$ cat config.mk
export PLATFORM = sky130hd
export DESIGN_NAME = two_class_priority_queue
export DESIGN_NICKNAME = d
export VERILOG_FILES = /design/src/tcpq_pkg.sv /design/src/two_class_priority_queue.sv /design/src/tcpq_cell.sv
export SDC_FILE = /design/constraint.sdc
export NUM_CORES = 1
export LEC_CHECK = 0
export CORE_MARGIN = 2
export CORE_UTILIZATION = 36
export CTS_BUF_LIST = sky130_fd_sc_hd__clkbuf_8 sky130_fd_sc_hd__clkbuf_16
export DETAILED_ROUTE_END_ITERATION = 10
export DONT_BUFFER_PORTS = 1
export PLACE_DENSITY_LB_ADDON = 0.25
export SYNTH_ARGS = -nofsm -noshare
export SYNTH_HDL_FRONTEND = slang
export SYNTH_HIERARCHICAL = 1
export SYNTH_SLANG_ARGS = --single-unit
$ cat constraint.sdc
create_clock -name clk_i -period 8.9 [get_ports clk_i]
set_input_delay 0.445 -clock clk_i [delete_from_list [all_inputs] [get_ports clk_i]]
set_output_delay 0.445 -clock clk_i [all_outputs]
set_load 0.01 [all_outputs]
$ cat src/tcpq_pkg.sv
// Package for the two-class priority queue.
// Holds the operation, status and cell command codes shared by the cell row and the top level.
// No dependencies.
`default_nettype none

package tcpq_pkg;

  localparam int unsigned IdW    = 16;
  localparam int unsigned AgeW   = 8;
  localparam int unsigned LenW   = 5;
  localparam logic [AgeW-1:0] PrefAgeReset = 8'd60;

  // Operation selector of an input word
  typedef enum logic [1:0] {
    FUNC_JOIN  = 2'd0,
    FUNC_SERVE = 2'd1,
    FUNC_QUERY = 2'd2,
    FUNC_NONE  = 2'd3
  } func_e;

  // Result status codes
  typedef enum logic [2:0] {
    ST_OK       = 3'd0,
    ST_DUP      = 3'd1,
    ST_FULL     = 3'd2,
    ST_EMPTY    = 3'd3,
    ST_NOTFOUND = 3'd4
  } status_e;

  // Command broadcast to every cell of the row
  typedef enum logic [1:0] {
    CELL_HOLD   = 2'd0,
    CELL_PULL   = 2'd1,
    CELL_INSERT = 2'd2
  } cell_op_e;

  // Broadcast control word: command plus the key / new entry
  typedef struct packed {
    cell_op_e            op;
    logic [IdW-1:0]      key_id;
    logic [AgeW-1:0]     key_age;
  } cell_ctrl_t;

endpackage

`default_nettype wire

$ cat src/two_class_priority_queue.sv
// Top level of the two-class priority queue: input register, cell row, control and
// output register. Uses tcpq_pkg and tcpq_cell.
//
// Two-class priority queue. Each accepted word is held in an input register, then
// executed against a row of CAPACITY cells: all cells compare their id with the key at
// once, and a join or serve shifts entries one place between neighboring cells. The
// result word is loaded into the output register when the word executes and is held
// there until taken. A new word is accepted every cycle as long as the output side does
// not stall; a stalled result holds the word under execution, and the input stalls
// behind it. preferential_age is written through cfg_we_i / cfg_data_i; the user must
// write it only while idle, which the block itself does not enforce. It resets to 60.
// Entries are not cleared at reset; only occupied cells are ever read.
`default_nettype none

module two_class_priority_queue
  import tcpq_pkg::*;
#(
  parameter int unsigned CAPACITY = 16
) (
  input  wire  logic              clk_i,
  input  wire  logic              rst_ni,
  input  wire  logic              cfg_we_i,
  input  wire  logic [AgeW-1:0]   cfg_data_i,
  input  wire  logic              in_valid_i,
  output logic                    in_stall_o,
  input  wire  logic [1:0]        func_i,
  input  wire  logic [IdW-1:0]    person_id_i,
  input  wire  logic [AgeW-1:0]   person_age_i,
  output logic                    out_valid_o,
  input  wire  logic              out_stall_i,
  output logic [2:0]              status_o,
  output logic [IdW-1:0]          served_id_o,
  output logic [AgeW-1:0]         reported_age_o,
  output logic [LenW-1:0]         queue_length_o
);

  localparam int unsigned CntW = $clog2(CAPACITY + 1);
  localparam logic [CntW-1:0] CapC = CntW'(CAPACITY);

  // Configuration
  logic [AgeW-1:0] pref_age_q;

  // Input register
  logic            op_valid_q, op_valid_d;
  func_e           op_func_q;
  logic [IdW-1:0]  op_id_q;
  logic [AgeW-1:0] op_age_q;

  // Queue bookkeeping
  logic [CntW-1:0] occ_q, occ_d;
  logic [CntW-1:0] pref_q, pref_d;

  // Output register
  logic            out_valid_q, out_valid_d;
  status_e         status_q, status_d;
  logic [IdW-1:0]  served_q, served_d;
  logic [AgeW-1:0] rep_age_q, rep_age_d;
  logic [LenW-1:0] len_q, len_d;

  logic accept, exec;

  // Cell row wiring
  cell_ctrl_t      ctrl;
  logic [CntW-1:0] pos;
  logic [IdW-1:0]  cell_id  [CAPACITY];
  logic [AgeW-1:0] cell_age [CAPACITY];
  logic [AgeW-1:0] hit_age  [CAPACITY];
  logic [CAPACITY-1:0] hit_vec;
  logic            any_hit;
  logic [AgeW-1:0] found_age;

  // Handshake
  assign exec       = op_valid_q && (!out_valid_q || !out_stall_i);
  assign in_stall_o = op_valid_q && !exec;
  assign accept     = in_valid_i && !in_stall_o;
  assign op_valid_d = accept || (op_valid_q && !exec);
  assign out_valid_d = exec || (out_valid_q && out_stall_i);

  // Build the cell row
  for (genvar g = 0; g < CAPACITY; g++) begin : g_cell
    logic [IdW-1:0]  prev_id, next_id;
    logic [AgeW-1:0] prev_age, next_age;

    if (g == 0) begin : g_first
      assign prev_id  = '0;
      assign prev_age = '0;
    end else begin : g_mid
      assign prev_id  = cell_id[g-1];
      assign prev_age = cell_age[g-1];
    end

    if (g == CAPACITY - 1) begin : g_last
      assign next_id  = cell_id[g];
      assign next_age = cell_age[g];
    end else begin : g_inner
      assign next_id  = cell_id[g+1];
      assign next_age = cell_age[g+1];
    end

    tcpq_cell #(
      .Index (g),
      .CntW  (CntW)
    ) u_cell (
      .clk_i      (clk_i),
      .ctrl_i     (ctrl),
      .pos_i      (pos),
      .occ_i      (occ_q),
      .prev_id_i  (prev_id),
      .prev_age_i (prev_age),
      .next_id_i  (next_id),
      .next_age_i (next_age),
      .id_o       (cell_id[g]),
      .age_o      (cell_age[g]),
      .hit_o      (hit_vec[g]),
      .hit_age_o  (hit_age[g])
    );
  end

  // Combine match results; ids are unique so at most one cell hits
  always_comb begin
    found_age = '0;
    for (int i = 0; i < CAPACITY; i++) begin
      found_age = found_age | hit_age[i];
    end
  end
  assign any_hit = |hit_vec;

  // Execute the held word
  always_comb begin
    ctrl.op      = CELL_HOLD;
    ctrl.key_id  = op_id_q;
    ctrl.key_age = op_age_q;
    pos          = occ_q;
    occ_d        = occ_q;
    pref_d       = pref_q;
    status_d     = ST_OK;
    served_d     = '0;
    rep_age_d    = '0;

    unique case (op_func_q)
      FUNC_JOIN: begin
        if (any_hit) begin
          status_d = ST_DUP;
        end else if (occ_q == CapC) begin
          status_d = ST_FULL;
        end else begin
          ctrl.op = exec ? CELL_INSERT : CELL_HOLD;
          occ_d   = occ_q + 1'b1;
          if (op_age_q >= pref_age_q) begin
            pos    = (pref_q > occ_q) ? occ_q : pref_q;
            pref_d = pos + 1'b1;
          end
        end
      end
      FUNC_SERVE: begin
        if (occ_q == '0) begin
          status_d = ST_EMPTY;
        end else begin
          ctrl.op  = exec ? CELL_PULL : CELL_HOLD;
          served_d = cell_id[0];
          occ_d    = occ_q - 1'b1;
          if (pref_q != '0) begin
            pref_d = pref_q - 1'b1;
          end
        end
      end
      FUNC_QUERY: begin
        if (any_hit) begin
          rep_age_d = found_age;
        end else begin
          status_d = ST_NOTFOUND;
        end
      end
      default: begin
        status_d = ST_OK;
      end
    endcase

    len_d = LenW'(occ_d);
  end

  // Control registers
  always_ff @(posedge clk_i or negedge rst_ni) begin
    if (!rst_ni) begin
      op_valid_q  <= 1'b0;
      out_valid_q <= 1'b0;
      occ_q       <= '0;
      pref_q      <= '0;
      pref_age_q  <= PrefAgeReset;
    end else begin
      op_valid_q  <= op_valid_d;
      out_valid_q <= out_valid_d;
      if (exec) begin
        occ_q  <= occ_d;
        pref_q <= pref_d;
      end
      if (cfg_we_i) begin
        pref_age_q <= cfg_data_i;
      end
    end
  end

  // Payload registers: capture input word, load result word
  always_ff @(posedge clk_i) begin
    if (accept) begin
      op_func_q <= func_e'(func_i);
      op_id_q   <= person_id_i;
      op_age_q  <= person_age_i;
    end
    if (exec) begin
      status_q  <= status_d;
      served_q  <= served_d;
      rep_age_q <= rep_age_d;
      len_q     <= len_d;
    end
  end

  assign out_valid_o    = out_valid_q;
  assign status_o       = status_q;
  assign served_id_o    = served_q;
  assign reported_age_o = rep_age_q;
  assign queue_length_o = len_q;

endmodule

`default_nettype wire

$ cat src/tcpq_cell.sv
// One storage cell of the queue row: holds one entry, compares it against the key
// and takes its next value from itself, its neighbors or the new entry. Uses tcpq_pkg.
`default_nettype none

module tcpq_cell
  import tcpq_pkg::*;
#(
  parameter int unsigned Index = 0,
  parameter int unsigned CntW  = 5
) (
  input  wire  logic             clk_i,
  input  wire  cell_ctrl_t       ctrl_i,
  input  wire  logic [CntW-1:0]  pos_i,
  input  wire  logic [CntW-1:0]  occ_i,
  input  wire  logic [IdW-1:0]   prev_id_i,
  input  wire  logic [AgeW-1:0]  prev_age_i,
  input  wire  logic [IdW-1:0]   next_id_i,
  input  wire  logic [AgeW-1:0]  next_age_i,
  output logic [IdW-1:0]         id_o,
  output logic [AgeW-1:0]        age_o,
  output logic                   hit_o,
  output logic [AgeW-1:0]        hit_age_o
);

  localparam logic [CntW-1:0] MyIdx = CntW'(Index);

  logic [IdW-1:0]  id_q,  id_d;
  logic [AgeW-1:0] age_q, age_d;

  // Match only while this cell lies inside the occupied part
  assign hit_o     = (MyIdx < occ_i) && (id_q == ctrl_i.key_id);
  assign hit_age_o = hit_o ? age_q : '0;
  assign id_o      = id_q;
  assign age_o     = age_q;

  // Pick the next entry
  always_comb begin
    id_d  = id_q;
    age_d = age_q;
    unique case (ctrl_i.op)
      CELL_HOLD: begin
        id_d  = id_q;
        age_d = age_q;
      end
      CELL_PULL: begin
        id_d  = next_id_i;
        age_d = next_age_i;
      end
      CELL_INSERT: begin
        if (MyIdx > pos_i) begin
          id_d  = prev_id_i;
          age_d = prev_age_i;
        end else if (MyIdx == pos_i) begin
          id_d  = ctrl_i.key_id;
          age_d = ctrl_i.key_age;
        end
      end
      default: begin
        id_d  = id_q;
        age_d = age_q;
      end
    endcase
  end

  // Entry storage, no reset needed
  always_ff @(posedge clk_i) begin
    id_q  <= id_d;
    age_q <= age_d;
  end

endmodule

`default_nettype wire

# Word level (Yosys, flattened, before mapping)
# Index checks and enable logic that the tools add are counted.
# W data, S select, Z words.
# op_classes
add_sub_neg	4
n_reduce_logical	54
order_cmp	34
bitwise	16
eq_ne	56
n_mux	136
# op_table
op	count
$mux W16	32
$pmux W16 S2	15
$mux W8	48
$eq A16 B16 Y1	16
$pmux W8 S2	15
$or A8 B8 Y8	15
$mux W5	13
$ne A3 B1 Y1 const B	15
$eq A4 B5 Y1 const A	8
$gt A4 B5 Y1 const A	8
$lt A4 B5 Y1 const A	8
$reduce_and A2 Y1	17
$eq A3 B5 Y1 const A	4
$gt A3 B5 Y1 const A	4
$logic_and A1 B1 Y1	20
$lt A3 B5 Y1 const A	4
$pmux W5 S2	2
$reduce_or A16 Y1	1
$mux W2	6
$add A5 B1 Y5 const B	2
$eq A2 B5 Y1 const A	2
$gt A1 B5 Y1 const A	2
$gt A2 B5 Y1 const A	2
$logic_not A5 Y1	2
22 further kinds	39
# word_totals
register_bits	462
out_inout_bits	34
inputBits	39

# Logic depth before layout (Yosys ltp)
# logic_depth
word_depth	18
mapped_depth	17

# Cells and area by module
# The synthesis kept the hierarchy.
# by_module_without_submodules
module	area_per_inst_um2	cells_each	n_inst	seq_area_each_um2
two_class_priority_queue	4017.6	359	1	2247.2
tcpq_cell at g_cell[7].u_cell	1576.5	147	1	720.7
tcpq_cell at g_cell[9].u_cell	1539.0	179	1	720.7
tcpq_cell at g_cell[3].u_cell	1532.7	140	1	720.7
tcpq_cell at g_cell[12].u_cell	1529.0	142	1	720.7
tcpq_cell at g_cell[14].u_cell	1527.7	141	1	720.7
tcpq_cell at g_cell[11].u_cell	1522.7	150	1	720.7
tcpq_cell at g_cell[4].u_cell	1522.7	143	1	720.7
tcpq_cell at g_cell[15].u_cell	1519.0	141	1	720.7
tcpq_cell at g_cell[10].u_cell	1516.5	173	1	720.7
tcpq_cell at g_cell[6].u_cell	1516.5	140	1	720.7
tcpq_cell at g_cell[13].u_cell	1510.2	171	1	720.7
tcpq_cell at g_cell[2].u_cell	1508.9	142	1	720.7
tcpq_cell at g_cell[8].u_cell	1505.2	141	1	720.7
3 more rows	-	-	-	-

# Worst setup path before layout
# OpenSTA, ideal clock, no wires.
# synth_path
path_kind	register -> register
startpoint	register op_id_q[8]
endpoint	register g_cell[6].u_cell.age_q[0] (enable)
arrival_ns	6.921
path_slack_ns	1.371
t_required_ns	8.292
path_buffers	1
stages_incl_launch_ff	12
setup_time_ns	0.608
synth_period_minus_slack_ns	7.529
cell_sequence	edfxtp_1 xor2_1 nor2_1 and4_1 buf_2 and3_2 nor4_2 nand4_2 nor2_1 nand4_1 o31ai_1 o41ai_1
# synth_via
elab_chain_cells	8
elab_cells_between_ends	44
cone_classes	1 x order compare; 20 x eq/ne; 4 x mux; 19 x reduce/logical
# synth_rtl
item	line	rtl
from (decl)	two_class_priority_queue.sv:46	logic [IdW-1:0] op_id_q;
from (signal assigned)	two_class_priority_queue.sv:207	op_id_q <= person_id_i;
$eq A16 B16 Y1 *	tcpq_cell.sv:31	assign hit_o = (MyIdx < occ_i) && (id_q == ctrl_i.key_id);
$logic_and A1 B1 Y1 *	tcpq_cell.sv:31	
named net hit_vec[7]	two_class_priority_queue.sv:68	logic [CAPACITY-1:0] hit_vec;
$reduce_or A16 Y1 *	two_class_priority_queue.sv:126	assign any_hit = |hit_vec;
$mux W5 *	two_class_priority_queue.sv:142	if (any_hit) begin
$mux W5 *	two_class_priority_queue.sv:140	unique case (op_func_q)
named net pos[3]	two_class_priority_queue.sv:64	logic [CntW-1:0] pos;
$gt A3 B5 Y1 / $eq A3 B5 Y1 (equally long branches)	tcpq_cell.sv:50, tcpq_cell.sv:53	
$ne A3 B1 Y1 (no line) *	-	
$reduce_and A2 Y1 (no line) *	-	
to (signal assigned)	tcpq_cell.sv:68	age_q <= age_d;
to (decl)	tcpq_cell.sv:28	logic [AgeW-1:0] age_q, age_d;
# Mark *: on every way through the listed nets, which the timed path passes. The rest lies on a longest branch.
# A chain may end at the register's enable or synchronous reset.

==> summary.txt <==
Finish
  – N_diodes: 0
  – Share of layout cells above drive strength 1: 0.0950
  – Layout Cells excl Fill: around 3800
  – Nets: roughly 2800
  – # fillers: about 7500
  – Layout area overhead: 11.6%

STA
  – Minimum clock period: approximately 6.4 ns
  – Setup TNS Final: 0 ns
  – Clock Skews: ~0.033 ns
  – Max-slew violations: 0
  – Final period util: 0.715
  – Final Hold Viols: 0
  – Unrepaired setup endpoints after global routing: false
  – FMAX: about 160 MHz
  – Min Hold Slack: approximately 0.052 ns
  – Final setup viols: 0
  – Rel. slew slack: 0.0890
  – Least-Margin Pin Slew: approximately 1.4 ns

Worst setup path
  – Crit Path Max Fanout: 25
  – Req. time, crit path: 9.12 ns
  – Worst path top cell family by delay: simple AND/OR/NAND/NOR gates
  – CP max stage delay: between 1 and 1.5 ns
  – Critical Path AT: approximately 6.6 ns
  – Crit. End Element: register
  – CP Launch Type: register
  – Cells along the critical path: buf_4, xnor2_1, nand4_1, nor2_1, and2_1, nor4_2, nand4_2, nor4_1, and2_1, buf_4, nand2_2, o32ai_4
  – Worst reg2reg setup slack: 2.54 ns
  – CP bufs+invs: 2
  – Slowest CP cell: o32ai_4
  – Critical path class: register to register

Floorplan
  – Die Height: 283 um
  – Die Wd: 283 um
  – Num rows: ~100
  – Core footprint: about 77000 um^2
  – Die area: between 80000 and 90000 um^2
  – Starting Density: 0.363
  – I/O pins: 73

Clocking
  – Number of post-CTS setup repair buffers: 0
  – Resized Gates After CTS: 0
  – Clock Path Buffers: 3
  – Total CTS buffers: 54
  – Root buf cell: clkbuf_16
  – Worst skew pair latency: approximately 0.63 ns
  – CTS Sinks: ~460
  – H-Tree Depth: 2
  – Clock tree from TritonCTS: built
  – Reg clk slew, reported paths: 0.06 ns

Route
  – Final wirelength: just under 100000 um
  – Residual DRC: 0
  – ANT nets after route: 0
  – Via Count: ~22000
  – WL/cell: ~26 um
  – DRT Pass-1 Iters: 8
  – Iter 0 DRT Violations: 2793
  – Via/cell ratio: between 5 and 6

GRT
  – Global-route met2 utilization: 0.362
  – Pin count of the biggest net entering global routing: 50
  – GRT Residual Overflow: 0
  – Vias in the first global route: approximately 22000
  – Antenna violations before repair: 1
  – M1 GR Usage: 0.348
  – GR Layer Usage met3: 0.0350
  – GRT Max-Usage Layer: met2
  – Global router's overall resource usage: 0.236
  – First-pass GRT wire length: between 100000 and 150000 um

Place
  – Final HPWL DP: between 60000 and 70000 um
  – Number of I/O port buffers: 0
  – Placer congestion estimate: 0.932
  – Post-Place Cells: around 3700

Run status
  – Status: finished, final reports clean

Logic synthesis
  – Mapped Area: about 28000 um^2
  – Post-Syn Area per Cell: between 10 and 15 um^2
  – Mapped Cells: ~2700
  – Warnings, synthesis: 6
  – Synth Net Count: between 2000 and 3000

Power and ir drop
  – Power Density: around 250 nW/um^2
  – Combinational Power Share: 0.328
  – Power share of the sequential group: 0.380
  – Lkg Pwr: around 12 nW
  – Internal power: about 5 mW
  – Design Power: roughly 7.7 mW
  – Clk network pwr share: 0.292
  – Sw Share: 0.365
  – Max IR drop VDD: ~160 uV
  – Switching power: around 2.8 mW

Hold path
  – Min-Delay Path Class: input port to register

Run
  – # Max-Cap Violations: 0
[cells in the final DEF (no fill, tap or decap), types with 7 or more instances in the layout]
master,instances
nand4_1,57
clkinv_1,14
mux2i_1,240
a21oi_1,136
clkinv_2,7
nor2b_4,8
a21oi_2,9
buf_4,53
inv_1,71
nor4_2,10
o21ai_1,98
nand3_1,9
nand2_1,391
nor4_1,40
nor3_1,33
ha_1,18
mux2_2,25
a31oi_1,122
o21ai_2,17
dlygate4sd3_1,38
clkbuf_16,57
o21ai_0,41
nor2_1,275
nand2b_1,16
xor2_1,62
and3_1,103
dfrtp_1,16
and2_1,35
and4_1,11
edfxtp_1,442
xnor2_1,193
[worst reg2reg max path: cells and delay by family, from the launching register on]
kind                   cells  cell delay, ns
XOR/XNOR                   1            0.14
flip-flops                 1            0.82
AO/OA/AOI/OAI              1            1.16
buffers and inverters      2            0.91
AND/OR/NAND/NOR            8            2.94
[flip-flops by register name, summed over array words and instances (netlist names)]
name,flops
g_cell.u_cell/id_o,256
out_valid_o,1
served_id_o,16
pref_q,5
occ_q,5
op_func_q,2
g_cell.u_cell/age_o,128
pref_age_q,8
op_valid_q,1
op_age_q,8
queue_length_o,5
op_id_q,16
reported_age_o,8
status_o,3
[cell type report]
type	count	area [um^2]	share of cell area
Multi-Input combinational cell	2076	13500	0.430
Tap cell	1040	1300	0.0415
Sequential cell	462	13800	0.439
Inverter	59	221	0.00706
Timing Repair Buffer	93	818	0.0261
Clock buffer	57	1430	0.0455
Clock inverter	42	337	0.0107
[power by group through the flow]
stage | combinational, mW | clock (mW) | sequential [mW]
floorplan | 2.02 | 0 | 2.89
global placement | 2.45 | 0 | 2.98
detailed placement | 2.49 | 0 | 2.98
CTS | 2.52 | 2.29 | 2.94
global route | 2.73 | 2.37 | 2.96
finish | 2.54 | 2.26 | 2.94
[routing by layer]
metal / up-vias / wire [um]
met3: 152 / 8490
met1: 11069 / 43900
met5: - / 12
li1: 9973 / -
met2: 1169 / 43500
met4: 2 / 2230
[per-stage QoR]
step / area (um^2) / util / setup WS (ns)
3_5_place_dp: 29200 / 0.378 / 2.63
2_1_floorplan: 28100 / - / 1.37
5_1_grt: 31400 / 0.406 / 2.17
6_report: 31400 / 0.406 / 2.54
3_3_place_gp: 29200 / 0.377 / 2.82
4_1_cts: 31400 / 0.406 / 2.60
[path summary, 6_finish.rpt]
path | startpoint | end | cells past startpoint
worst max-delay path | op_id_q[9] | g_cell[0].u_cell/id_o[14] | 12
worst max register to register | op_id_q[9] | g_cell[0].u_cell/id_o[14] | 12
max in group asynchronous | rst_ni | pref_age_q[7] | 1
worst min-delay path | out_stall_i | op_valid_q | 2
min in group asynchronous | rst_ni | op_valid_q | 1
worst min register to register | op_valid_q | out_valid_o | 1
[what timing repair did]
item / 4_1_cts / 5_1_grt
hold buffers: 38 / 0
setup endpoints to repair: 0 / 0
hold endpoints to repair: 56 / 0
Note: power is estimated with default switching activity, not from simulation.
